`src/rtl/dto_pkg.sv`:
```
// Shared types, widths and the microcode program of the deadband odometer.
// No dependencies; every other file imports this package.
`timescale 1ns / 1ps
`default_nettype none

package dto_pkg;

  localparam int TOTAL_WIDTH = 48;   // running total, range 33..64
  localparam int POS_W       = 32;
  localparam int THR_W       = 20;
  localparam int STEP_W      = 32;
  localparam int OUT_TOTAL_W = 48;
  localparam int PROD_W      = 2 * POS_W;
  localparam int SUM_W       = PROD_W + 2;        // sum of three squares
  localparam int ROOT_W      = SUM_W / 2;         // 33 bits
  localparam int REM_W       = ROOT_W + 2;
  localparam int CAND_W      = REM_W + 2;
  localparam int SQRT_STEPS  = SUM_W / 2;
  localparam int CNT_W       = $clog2(SQRT_STEPS);
  localparam int PC_W        = 4;

  localparam logic [THR_W-1:0] THR_RESET = THR_W'(100);
  localparam logic [CNT_W-1:0] SQRT_LAST = CNT_W'(SQRT_STEPS - 1);

  typedef enum logic [3:0] {
    OP_NOP,
    OP_IDLE,
    OP_DIFF,
    OP_CMP,
    OP_SQX,
    OP_SQY,
    OP_SQZ,
    OP_SUM,
    OP_RINIT,
    OP_RSTEP,
    OP_ADD,
    OP_FIRST,
    OP_REJECT,
    OP_OUT
  } dto_op_t;

  typedef enum logic [2:0] {
    COND_ALWAYS,
    COND_NEVER,
    COND_IN_WAIT,
    COND_NOREF,
    COND_NOEXCEED,
    COND_CNT_NZ,
    COND_OUT_BUSY
  } dto_cond_t;

  typedef struct packed {
    dto_op_t          op;
    dto_cond_t        cond;
    logic [PC_W-1:0]  target;
  } dto_cw_t;

  typedef struct packed {
    dto_op_t op;
  } dto_ctrl_t;

  typedef struct packed {
    logic in_valid;
    logic have_ref;
    logic no_exceed;
    logic out_busy;
  } dto_flags_t;

  localparam logic [PC_W-1:0] PC_IDLE   = PC_W'(0);
  localparam logic [PC_W-1:0] PC_DIFF   = PC_W'(1);
  localparam logic [PC_W-1:0] PC_CMP    = PC_W'(2);
  localparam logic [PC_W-1:0] PC_SQX    = PC_W'(3);
  localparam logic [PC_W-1:0] PC_SQY    = PC_W'(4);
  localparam logic [PC_W-1:0] PC_SQZ    = PC_W'(5);
  localparam logic [PC_W-1:0] PC_SUM    = PC_W'(6);
  localparam logic [PC_W-1:0] PC_RINIT  = PC_W'(7);
  localparam logic [PC_W-1:0] PC_RSTEP  = PC_W'(8);
  localparam logic [PC_W-1:0] PC_ADD    = PC_W'(9);
  localparam logic [PC_W-1:0] PC_FIRST  = PC_W'(10);
  localparam logic [PC_W-1:0] PC_REJECT = PC_W'(11);
  localparam logic [PC_W-1:0] PC_OUT    = PC_W'(12);
  localparam logic [PC_W-1:0] PC_DONE   = PC_W'(13);

  // jump to target when cond holds, else fall through to pc + 1
  function automatic dto_cw_t dto_ucode(input logic [PC_W-1:0] pc);
    dto_cw_t cw;
    case (pc)
      PC_IDLE:   cw = '{OP_IDLE,   COND_IN_WAIT,  PC_IDLE};
      PC_DIFF:   cw = '{OP_DIFF,   COND_NOREF,    PC_FIRST};
      PC_CMP:    cw = '{OP_CMP,    COND_NOEXCEED, PC_REJECT};
      PC_SQX:    cw = '{OP_SQX,    COND_NEVER,    PC_IDLE};
      PC_SQY:    cw = '{OP_SQY,    COND_NEVER,    PC_IDLE};
      PC_SQZ:    cw = '{OP_SQZ,    COND_NEVER,    PC_IDLE};
      PC_SUM:    cw = '{OP_SUM,    COND_NEVER,    PC_IDLE};
      PC_RINIT:  cw = '{OP_RINIT,  COND_NEVER,    PC_IDLE};
      PC_RSTEP:  cw = '{OP_RSTEP,  COND_CNT_NZ,   PC_RSTEP};
      PC_ADD:    cw = '{OP_ADD,    COND_ALWAYS,   PC_OUT};
      PC_FIRST:  cw = '{OP_FIRST,  COND_ALWAYS,   PC_OUT};
      PC_REJECT: cw = '{OP_REJECT, COND_NEVER,    PC_IDLE};
      PC_OUT:    cw = '{OP_OUT,    COND_OUT_BUSY, PC_OUT};
      default:   cw = '{OP_NOP,    COND_ALWAYS,   PC_IDLE};
    endcase
    return cw;
  endfunction

endpackage

`default_nettype wire

```
`src/rtl/dto_in_if.sv`:
```
// Sample channel: valid/ready handshake carrying one 3-D position word.
// Depends on dto_pkg for field widths.
`timescale 1ns / 1ps
`default_nettype none

interface dto_in_if;
  import dto_pkg::*;

  logic                    valid;
  logic                    ready;
  logic signed [POS_W-1:0] pos_x;
  logic signed [POS_W-1:0] pos_y;
  logic signed [POS_W-1:0] pos_z;

  modport source (output valid, output pos_x, output pos_y, output pos_z, input ready);
  modport sink   (input valid, input pos_x, input pos_y, input pos_z, output ready);
endinterface

`default_nettype wire

```
`src/rtl/dto_out_if.sv`:
```
// Result channel: valid/ready handshake carrying accept flag, step and total.
// Depends on dto_pkg for field widths.
`timescale 1ns / 1ps
`default_nettype none

interface dto_out_if;
  import dto_pkg::*;

  logic                   valid;
  logic                   ready;
  logic                   accepted;
  logic [STEP_W-1:0]      step_length;
  logic [OUT_TOTAL_W-1:0] total_distance;

  modport source (output valid, output accepted, output step_length,
                  output total_distance, input ready);
  modport sink   (input valid, input accepted, input step_length,
                  input total_distance, output ready);
endinterface

`default_nettype wire

```
`src/rtl/dto_sequencer.sv`:
```
// Microcode sequencer: program counter, loop counter and jump evaluation.
// Depends on dto_pkg (program ROM, control word and flag types).
`timescale 1ns / 1ps
`default_nettype none

module dto_sequencer
  import dto_pkg::*;
(
  input  wire        clk,
  input  wire        rst_n,
  input  dto_flags_t flags,
  output dto_ctrl_t  ctrl
);

  logic [PC_W-1:0]  pc_r, pc_nxt;
  logic [CNT_W-1:0] cnt_r, cnt_nxt;
  dto_cw_t          cw;
  logic             take;

  always_comb begin
    cw = dto_ucode(pc_r);
    case (cw.cond)
      COND_ALWAYS:   take = 1'b1;
      COND_NEVER:    take = 1'b0;
      COND_IN_WAIT:  take = !flags.in_valid;
      COND_NOREF:    take = !flags.have_ref;
      COND_NOEXCEED: take = flags.no_exceed;
      COND_CNT_NZ:   take = (cnt_r != '0);
      COND_OUT_BUSY: take = flags.out_busy;
      default:       take = 1'b0;
    endcase
    pc_nxt = take ? cw.target : pc_r + PC_W'(1);

    cnt_nxt = cnt_r;
    case (cw.op)
      OP_RINIT: cnt_nxt = SQRT_LAST;
      OP_RSTEP: cnt_nxt = (cnt_r != '0) ? cnt_r - CNT_W'(1) : cnt_r;
      default:  cnt_nxt = cnt_r;
    endcase
    ctrl.op = cw.op;
  end

  always_ff @(posedge clk) begin
    if (!rst_n) begin
      pc_r  <= PC_IDLE;
      cnt_r <= '0;
    end else begin
      pc_r  <= pc_nxt;
      cnt_r <= cnt_nxt;
    end
  end

  a_pc_range: assert property (@(posedge clk) disable iff (!rst_n)
    pc_r <= PC_DONE) else $error("pc outside program");

  a_cnt_only_in_loop: assert property (@(posedge clk) disable iff (!rst_n)
    cnt_r != '0 |-> pc_r == PC_RSTEP) else $error("loop count live outside sqrt loop");

  a_loop_entry: assert property (@(posedge clk) disable iff (!rst_n)
    pc_r == PC_RSTEP |-> $past(pc_r) == PC_RINIT || $past(pc_r) == PC_RSTEP)
    else $error("sqrt loop entered without init");

endmodule

`default_nettype wire

```
`src/rtl/dto_datapath.sv`:
```
// Datapath: input latch, deadband compare, shared squarer, bit-serial root,
// saturating total and the output register. Driven by dto_sequencer.
`timescale 1ns / 1ps
`default_nettype none

module dto_datapath
  import dto_pkg::*;
(
  input  wire              clk,
  input  wire              rst_n,
  input  wire              cfg_we,
  input  wire [THR_W-1:0]  cfg_wdata,
  dto_in_if.sink           in_ch,
  dto_out_if.source        out_ch,
  input  dto_ctrl_t        ctrl,
  output dto_flags_t       flags
);

  logic [THR_W-1:0]          thr_r;
  logic signed [POS_W-1:0]   px_r, py_r, pz_r;
  logic signed [POS_W-1:0]   rx_r, ry_r, rz_r, rx_nxt, ry_nxt, rz_nxt;
  logic                      have_ref_r, have_ref_nxt;
  logic [POS_W-1:0]          dx_r, dy_r, dz_r;
  logic [PROD_W-1:0]         prod_r, prod_nxt;
  logic [SUM_W-1:0]          sum_r, sum_nxt;
  logic [SUM_W-1:0]          rad_r, rad_nxt;
  logic [REM_W-1:0]          rem_r, rem_nxt;
  logic [ROOT_W-1:0]         root_r, root_nxt;
  logic [TOTAL_WIDTH-1:0]    total_r, total_nxt;
  logic                      res_acc_r, res_acc_nxt;
  logic [STEP_W-1:0]         res_step_r, res_step_nxt;
  logic                      out_valid_r, out_valid_nxt;
  logic                      out_acc_r;
  logic [STEP_W-1:0]         out_step_r;
  logic [OUT_TOTAL_W-1:0]    out_total_r;
  logic                      out_load;

  logic [POS_W-1:0]          mul_a;
  logic [CAND_W-1:0]         cand, trial;
  logic                      ge;
  logic [TOTAL_WIDTH:0]      tsum;

  function automatic logic [POS_W-1:0] abs_diff(input logic signed [POS_W-1:0] a,
                                                input logic signed [POS_W-1:0] b);
    logic signed [POS_W:0] d;
    logic signed [POS_W:0] n;
    d = {a[POS_W-1], a} - {b[POS_W-1], b};
    n = -d;
    return d[POS_W] ? n[POS_W-1:0] : d[POS_W-1:0];
  endfunction

  assign in_ch.ready     = (ctrl.op == OP_IDLE);
  assign flags.in_valid  = in_ch.valid;
  assign flags.have_ref  = have_ref_r;
  assign flags.no_exceed = !(dx_r > POS_W'(thr_r) || dy_r > POS_W'(thr_r) ||
                             dz_r > POS_W'(thr_r));
  assign flags.out_busy  = out_valid_r && !out_ch.ready;

  assign out_ch.valid          = out_valid_r;
  assign out_ch.accepted       = out_acc_r;
  assign out_ch.step_length    = out_step_r;
  assign out_ch.total_distance = out_total_r;

  always_comb begin
    case (ctrl.op)
      OP_SQY:  mul_a = dy_r;
      OP_SQZ:  mul_a = dz_r;
      default: mul_a = dx_r;
    endcase
    cand  = {rem_r, rad_r[SUM_W-1 -: 2]};
    trial = CAND_W'({root_r, 2'b01});
    ge    = (cand >= trial);
    tsum  = {1'b0, total_r} + (TOTAL_WIDTH + 1)'(root_r);

    prod_nxt      = prod_r;
    sum_nxt       = sum_r;
    rad_nxt       = rad_r;
    rem_nxt       = rem_r;
    root_nxt      = root_r;
    total_nxt     = total_r;
    rx_nxt        = rx_r;
    ry_nxt        = ry_r;
    rz_nxt        = rz_r;
    have_ref_nxt  = have_ref_r;
    res_acc_nxt   = res_acc_r;
    res_step_nxt  = res_step_r;
    out_load      = 1'b0;

    case (ctrl.op)
      OP_SQX: prod_nxt = PROD_W'(mul_a) * PROD_W'(mul_a);
      OP_SQY: begin
        prod_nxt = PROD_W'(mul_a) * PROD_W'(mul_a);
        sum_nxt  = SUM_W'(prod_r);
      end
      OP_SQZ: begin
        prod_nxt = PROD_W'(mul_a) * PROD_W'(mul_a);
        sum_nxt  = sum_r + SUM_W'(prod_r);
      end
      OP_SUM: sum_nxt = sum_r + SUM_W'(prod_r);
      OP_RINIT: begin
        rad_nxt  = sum_r;
        rem_nxt  = '0;
        root_nxt = '0;
      end
      OP_RSTEP: begin
        rem_nxt  = ge ? REM_W'(cand - trial) : REM_W'(cand);
        root_nxt = {root_r[ROOT_W-2:0], ge};
        rad_nxt  = {rad_r[SUM_W-3:0], 2'b00};
      end
      OP_ADD: begin
        total_nxt    = tsum[TOTAL_WIDTH] ? '1 : tsum[TOTAL_WIDTH-1:0];
        res_step_nxt = root_r[ROOT_W-1] ? '1 : root_r[STEP_W-1:0];
        res_acc_nxt  = 1'b1;
        rx_nxt       = px_r;
        ry_nxt       = py_r;
        rz_nxt       = pz_r;
        have_ref_nxt = 1'b1;
      end
      OP_FIRST: begin
        res_step_nxt = '0;
        res_acc_nxt  = 1'b1;
        rx_nxt       = px_r;
        ry_nxt       = py_r;
        rz_nxt       = pz_r;
        have_ref_nxt = 1'b1;
      end
      OP_REJECT: begin
        res_step_nxt = '0;
        res_acc_nxt  = 1'b0;
      end
      OP_OUT: out_load = !out_valid_r || out_ch.ready;
      default: ;
    endcase

    out_valid_nxt = out_load ? 1'b1 : (out_ch.ready ? 1'b0 : out_valid_r);
  end

  always_ff @(posedge clk) begin
    if (!rst_n) begin
      thr_r       <= THR_RESET;
      have_ref_r  <= 1'b0;
      rx_r        <= '0;
      ry_r        <= '0;
      rz_r        <= '0;
      total_r     <= '0;
      out_valid_r <= 1'b0;
    end else begin
      if (cfg_we) thr_r <= cfg_wdata;
      have_ref_r  <= have_ref_nxt;
      rx_r        <= rx_nxt;
      ry_r        <= ry_nxt;
      rz_r        <= rz_nxt;
      total_r     <= total_nxt;
      out_valid_r <= out_valid_nxt;
    end
  end

  always_ff @(posedge clk) begin
    if (in_ch.valid && in_ch.ready) begin
      px_r <= in_ch.pos_x;
      py_r <= in_ch.pos_y;
      pz_r <= in_ch.pos_z;
    end
    if (ctrl.op == OP_DIFF) begin
      dx_r <= abs_diff(px_r, rx_r);
      dy_r <= abs_diff(py_r, ry_r);
      dz_r <= abs_diff(pz_r, rz_r);
    end
    prod_r     <= prod_nxt;
    sum_r      <= sum_nxt;
    rad_r      <= rad_nxt;
    rem_r      <= rem_nxt;
    root_r     <= root_nxt;
    res_acc_r  <= res_acc_nxt;
    res_step_r <= res_step_nxt;
    if (out_load) begin
      out_acc_r   <= res_acc_r;
      out_step_r  <= res_step_r;
      out_total_r <= OUT_TOTAL_W'(total_r);
    end
  end

  a_total_monotonic: assert property (@(posedge clk) disable iff (!rst_n)
    $past(rst_n) |-> total_r >= $past(total_r)) else $error("total decreased");

  a_reject_no_step: assert property (@(posedge clk) disable iff (!rst_n)
    out_valid_r && !out_acc_r |-> out_step_r == '0)
    else $error("rejected word carries a step");

  a_rem_bound: assert property (@(posedge clk) disable iff (!rst_n)
    ctrl.op == OP_RSTEP |-> (REM_W + 1)'(rem_r) <= {root_r, 2'b00} >> 1)
    else $error("sqrt remainder out of bound");

endmodule

`default_nettype wire

```
`src/rtl/deadband_trajectory_odometer_core.sv`:
```
// Deadband path-length odometer, top level.
// Uses dto_pkg, dto_in_if, dto_out_if, dto_sequencer and dto_datapath.
//
// in_ch carries one position word (pos_x, pos_y, pos_z, signed mm) per
// valid/ready handshake; out_ch returns one word per sample: accepted flag,
// step_length (saturated to 32 bits) and the saturating 48-bit total.
// cfg_we/cfg_wdata load change_threshold (reset 100 mm); write it only while
// the block is idle.
// A microcoded sequencer steps a single datapath: one shared 32x32 squarer
// (used for x, y and z in turn) and a restoring square root, one result bit
// per cycle. Accepted sample: difference, compare, three squares, sum, root
// init, root steps, add, output; rejected sample: difference, compare,
// reject, output; first sample after reset: difference, first, output.
// in_ch.ready is high only while the sequencer waits for a sample.
// Results sit in an output register; the next sample is taken while a word
// waits there, and the sequencer holds before writing a new word until the
// old one is taken, holding for as long as out_ch.ready stays low.
// Reset (rst_n low, synchronous) clears the reference point, the total and
// the output valid, and sets the threshold to 100.
`timescale 1ns / 1ps
`default_nettype none

module deadband_trajectory_odometer_core
  import dto_pkg::*;
(
  input  wire             clk,
  input  wire             rst_n,
  input  wire             cfg_we,
  input  wire [THR_W-1:0] cfg_wdata,
  dto_in_if.sink          in_ch,
  dto_out_if.source       out_ch
);

  dto_ctrl_t  ctrl;
  dto_flags_t flags;

  dto_sequencer u_seq (
    .clk   (clk),
    .rst_n (rst_n),
    .flags (flags),
    .ctrl  (ctrl)
  );

  dto_datapath u_dp (
    .clk       (clk),
    .rst_n     (rst_n),
    .cfg_we    (cfg_we),
    .cfg_wdata (cfg_wdata),
    .in_ch     (in_ch),
    .out_ch    (out_ch),
    .ctrl      (ctrl),
    .flags     (flags)
  );

endmodule

`default_nettype wire
```
`src/flat_wrapper.sv`:
```
// flat-port wrapper written by rule: the top's interface ports become plain ports
module deadband_trajectory_odometer_core_flat import dto_pkg::*;
  (clk, rst_n, cfg_we, cfg_wdata, in_ch_valid, in_ch_pos_x, in_ch_pos_y, in_ch_pos_z, in_ch_ready, out_ch_valid, out_ch_accepted, out_ch_step_length, out_ch_total_distance, out_ch_ready);
  dto_in_if in_ch_i ();
  dto_out_if out_ch_i ();
  input  wire clk;
  input  wire rst_n;
  input  wire cfg_we;
  input  wire [THR_W-1:0] cfg_wdata;
  input wire logic [$bits(in_ch_i.valid)-1:0] in_ch_valid;
  input wire logic [$bits(in_ch_i.pos_x)-1:0] in_ch_pos_x;
  input wire logic [$bits(in_ch_i.pos_y)-1:0] in_ch_pos_y;
  input wire logic [$bits(in_ch_i.pos_z)-1:0] in_ch_pos_z;
  output wire logic [$bits(in_ch_i.ready)-1:0] in_ch_ready;
  output wire logic [$bits(out_ch_i.valid)-1:0] out_ch_valid;
  output wire logic [$bits(out_ch_i.accepted)-1:0] out_ch_accepted;
  output wire logic [$bits(out_ch_i.step_length)-1:0] out_ch_step_length;
  output wire logic [$bits(out_ch_i.total_distance)-1:0] out_ch_total_distance;
  input wire logic [$bits(out_ch_i.ready)-1:0] out_ch_ready;
  assign in_ch_i.valid = in_ch_valid;
  assign in_ch_i.pos_x = in_ch_pos_x;
  assign in_ch_i.pos_y = in_ch_pos_y;
  assign in_ch_i.pos_z = in_ch_pos_z;
  assign in_ch_ready = in_ch_i.ready;
  assign out_ch_valid = out_ch_i.valid;
  assign out_ch_accepted = out_ch_i.accepted;
  assign out_ch_step_length = out_ch_i.step_length;
  assign out_ch_total_distance = out_ch_i.total_distance;
  assign out_ch_i.ready = out_ch_ready;
  deadband_trajectory_odometer_core u_core (.clk(clk), .rst_n(rst_n), .cfg_we(cfg_we), .cfg_wdata(cfg_wdata), .in_ch(in_ch_i), .out_ch(out_ch_i));
endmodule
```
`config.mk`:
```
export PLATFORM = sky130hd
export DESIGN_NAME = deadband_trajectory_odometer_core_flat
export DESIGN_NICKNAME = d
export VERILOG_FILES = /design/src/rtl/dto_pkg.sv /design/src/rtl/dto_in_if.sv /design/src/rtl/dto_out_if.sv /design/src/rtl/dto_sequencer.sv /design/src/rtl/dto_datapath.sv /design/src/rtl/deadband_trajectory_odometer_core.sv /design/src/flat_wrapper.sv
export SDC_FILE = /design/constraint.sdc
export NUM_CORES = 2
export LEC_CHECK = 0
export ABC_AREA = 1
export BUFFER_PORTS_ARGS = -buffer_cell sky130_fd_sc_hd__buf_2
export CAP_MARGIN = 20
export CORE_AREA = 2 2 495 374
export DETAILED_ROUTE_END_ITERATION = 8
export DIE_AREA = 0 0 497 376
export PLACE_DENSITY = 0.58
export RECOVER_POWER = 50
export SLEW_MARGIN = 20
export SYNTH_ARGS = -nofsm -noshare
export SYNTH_HDL_FRONTEND = slang
export SYNTH_SLANG_ARGS = --single-unit
```
`constraint.sdc`:
```
create_clock -name clk -period 13.1 [get_ports clk]
set_clock_uncertainty 0.15 [all_clocks]
set_input_delay 1.31 -clock clk [delete_from_list [all_inputs] [get_ports clk]]
set_output_delay 1.31 -clock clk [all_outputs]
set_load 0.02 [all_outputs]
```
==> flow_metrics.tcl <==
set metrics [dict create \
    outcome "finished with violations" \
    violations "capacitance limit, slew limit" \
    cpMostUsedCell "inv_1" \
    whs_endpoint "u_core.u_dp.out_ch.step_length[18]" \
    hold_ws_ns 0.2683 \
    ys_seq_elements 756 \
    dp_hpwl_um 201000 \
    min-delay-start "u_core.u_dp.res_step_r[18]" \
    detail-route-antenna-nets 0 \
    r2r-start "u_core.u_seq.cw[8]" \
    cts.path.max_buffers 3 \
    synth_cell_types 69 \
    reg2reg_depth 36 \
    path_buf_inv 13 \
    grt_max_degree 113 \
    final_cell_mix "nand2_1, inv_1, nor2_1" \
    setup_viol 0 \
    die_w_um 497 \
    synthMuxAreaShare_pct 0 \
    synth-simple-area-share_pct 20.26 \
    worstMarginPinSlew_ns 4.091 \
    critical_path.max_fanout 62 \
    rsz0062_at_grt "false" \
    synth_edf_count 569 \
    whs_path_depth 0 \
    final-hold-violation-count 0 \
    rr_endpoint "u_core.u_dp.prod_r[58]" \
    utilization_pct 46.18 \
    synth_compound_area_share_pct 8.945 \
    gr-usage-met2_pct 38.32 \
    place_inst 12229 \
    grt-ovfl-total 0 \
    gp_congestion 1.023 \
    grt_use_met3_pct 5.548 \
    post_drt_wl_per_cell_um 19.91 \
    grt_use_met1_pct 40.10 \
    syn_nets 11263 \
    slowest_stage "a21boi_0" \
    async_reset_ff_share_pct 0 \
    wl_um 246500 \
    grt_pass1_wl_um 382200 \
    numCtsBuffers 81 \
    layout-drive-gt1-share_pct 4.486 \
    maxSlewViolCount 642 \
    design.die.area_sq_um 186900 \
    synth_fa_ha_area_share_pct 30.03 \
    clk_pin_slew_ns 0.06 \
    initial_utilization_pct 42.73 \
    synthXorXnorAreaFrac_pct 3.120 \
    num_vias 64514 \
    ioPinCount 204 \
    stdcell_count 12382 \
    coreArea_sq_um 182200 \
    final_nets 11408 \
    seq_area_frac_synth_pct 26.75 \
    cp.arrival_ns 11.21 \
    tritoncts "done" \
    r2r_slack_ns 2.16 \
    drv_cap 12 \
    routed_via_density 5.210 \
    synth_top_family_by_area "adder cells" \
    critPathRequiredTime_ns 13.37 \
    first_pass_iters 8 \
    synthFlopType "edfxtp_1" \
    drc 0 \
    clock.fmax_mhz 91.38 \
    die_y_um 376 \
    cts_root_buf "clkbuf_16" \
    crit_start "u_core.u_seq.cw[8]" \
    initialDrtViolationCount 5705 \
    syn_inst 9753 \
    cts_setup_buffers 0 \
    htreeDepth 3 \
    yosysWarnings 0 \
    end_kind "flip-flop" \
    grt_pass1_vias 64605 \
    setup-tns-final_ns 0 \
    portBuffers 203 \
    period_share_pct 83.53 \
    final_common_cell "nand2_1" \
    crit_family "adder cells" \
    max_stage_delay_ns 0.72 \
    min_period_ns 10.94 \
    rows 136 \
    ctsHoldBuffers 0 \
    postSynthAreaPerCell_sq_um 7.985 \
    path_class "flip-flop to flip-flop" \
    relSlewSlack_pct -172.7 \
    clk_latency_ns 0.71 \
    startpoint_type "flip-flop" \
    cts_resized 0 \
    cts_sinks 756 \
    hold_class "flip-flop to flip-flop" \
    synthToLayoutAreaGrowth_pct 8.075 \
    grt_busiest_layer "met1" \
    grt.total_usage_pct 26.38 \
    antenna_found_initial 2 \
    netlist_area_sq_um 77880 \
]
## metal layers
layer  vias to the layer above  routed length, um
li1                      30942                  -
met5                         -                 70
met1                     31124             120400
met2                      2161             100000
met3                       283              21010
met4                         4               5045
## final cells by class
type                       instances  area (sq um)
antenna                            2         5.005
clock buffer                     103          2202
clock inverter                    47         578.1
fill                           18240         98080
inverter                        2025          7601
multi-input combinational       6777         48650
sequential                       756         20830
tap                             2415          3022
timing repair buffer             257          1285
## synthesized netlist by cell type, drive strengths merged (2+ instances only)
cell     instances  area share, %
nand3b          32           0.31
nor2          1087            5.3
ha             589            9.5
o211ai          12           0.13
nand3          370            2.4
nor3            72           0.49
fa             800             21
inv           2022            9.7
nand2         2129             10
o211a            2          0.026
and3             8          0.064
o21ai          446            3.0
or2             25           0.20
dfxtp          187            4.8
clkinv           3          0.014
o311ai           3          0.034
o221a            5          0.072
xnor2          115            1.4
a211oi           4          0.039
xor2           153            1.8
a21o            50           0.48
o2111ai          2          0.022
and2             2          0.016
nand4          114           0.92
o31ai            2          0.026
a21oi          573            3.7
a31oi           50           0.40
a21boi          15           0.15
a31o             3          0.034
o21bai          48           0.46
buf             81           0.59
nor4            27           0.22
a221oi          10           0.11
clkbuf         114           0.55
edfxtp         569             22
o21a            18           0.17
## flip-flops by register name, summed over array words and instances, names as in the netlist, 33 cells and up
name / flops
u_core.u_dp.rad_r: 66
u_core.u_dp.prod_r: 63
u_core.u_dp.rem_r: 35
u_core.u_dp.sum_r: 66
u_core.u_dp.total_r: 48
u_core.u_dp.root_r: 33
u_core.u_dp.out_ch.total_distance: 48
## metrics by stage
| step | setup slack, ns | area, sq um |
|---|---|---|
| floorplan | 1.823 | 77880 |
| global placement | 2.462 | 81550 |
| detailed placement | 2.358 | 81550 |
| CTS | 2.323 | 84330 |
| global route | 1.789 | 84160 |
| finish | 2.157 | 84170 |
## how the worst max path moves through the flow
| stage | to | slack [ns] | depth (start not counted) |
|---|---|---|---|
| after floorplan | u_core.u_dp.px_r[0] | 1.82 | 2 |
| after global placement | u_core.u_dp.prod_r[61] | 2.46 | 35 |
| after detailed placement | u_core.u_dp.prod_r[58] | 2.36 | 36 |
| after CTS | u_core.u_dp.prod_r[58] | 2.32 | 36 |
| after global routing | u_core.u_dp.prod_r[58] | 1.79 | 36 |
| final | u_core.u_dp.prod_r[58] | 2.16 | 36 |
## cell families after synthesis
group | Yosys count
adders and majority gates | 1389
and+or+nand+nor | 3869
xor gates and xnor gates | 268
DFF | 756
buffers and inverters | 2220
AOI/OAI and AO/OA | 1251
Power is not shown: default switching activity piles up to over one toggle a cycle in this logic, so the estimate is an artifact.
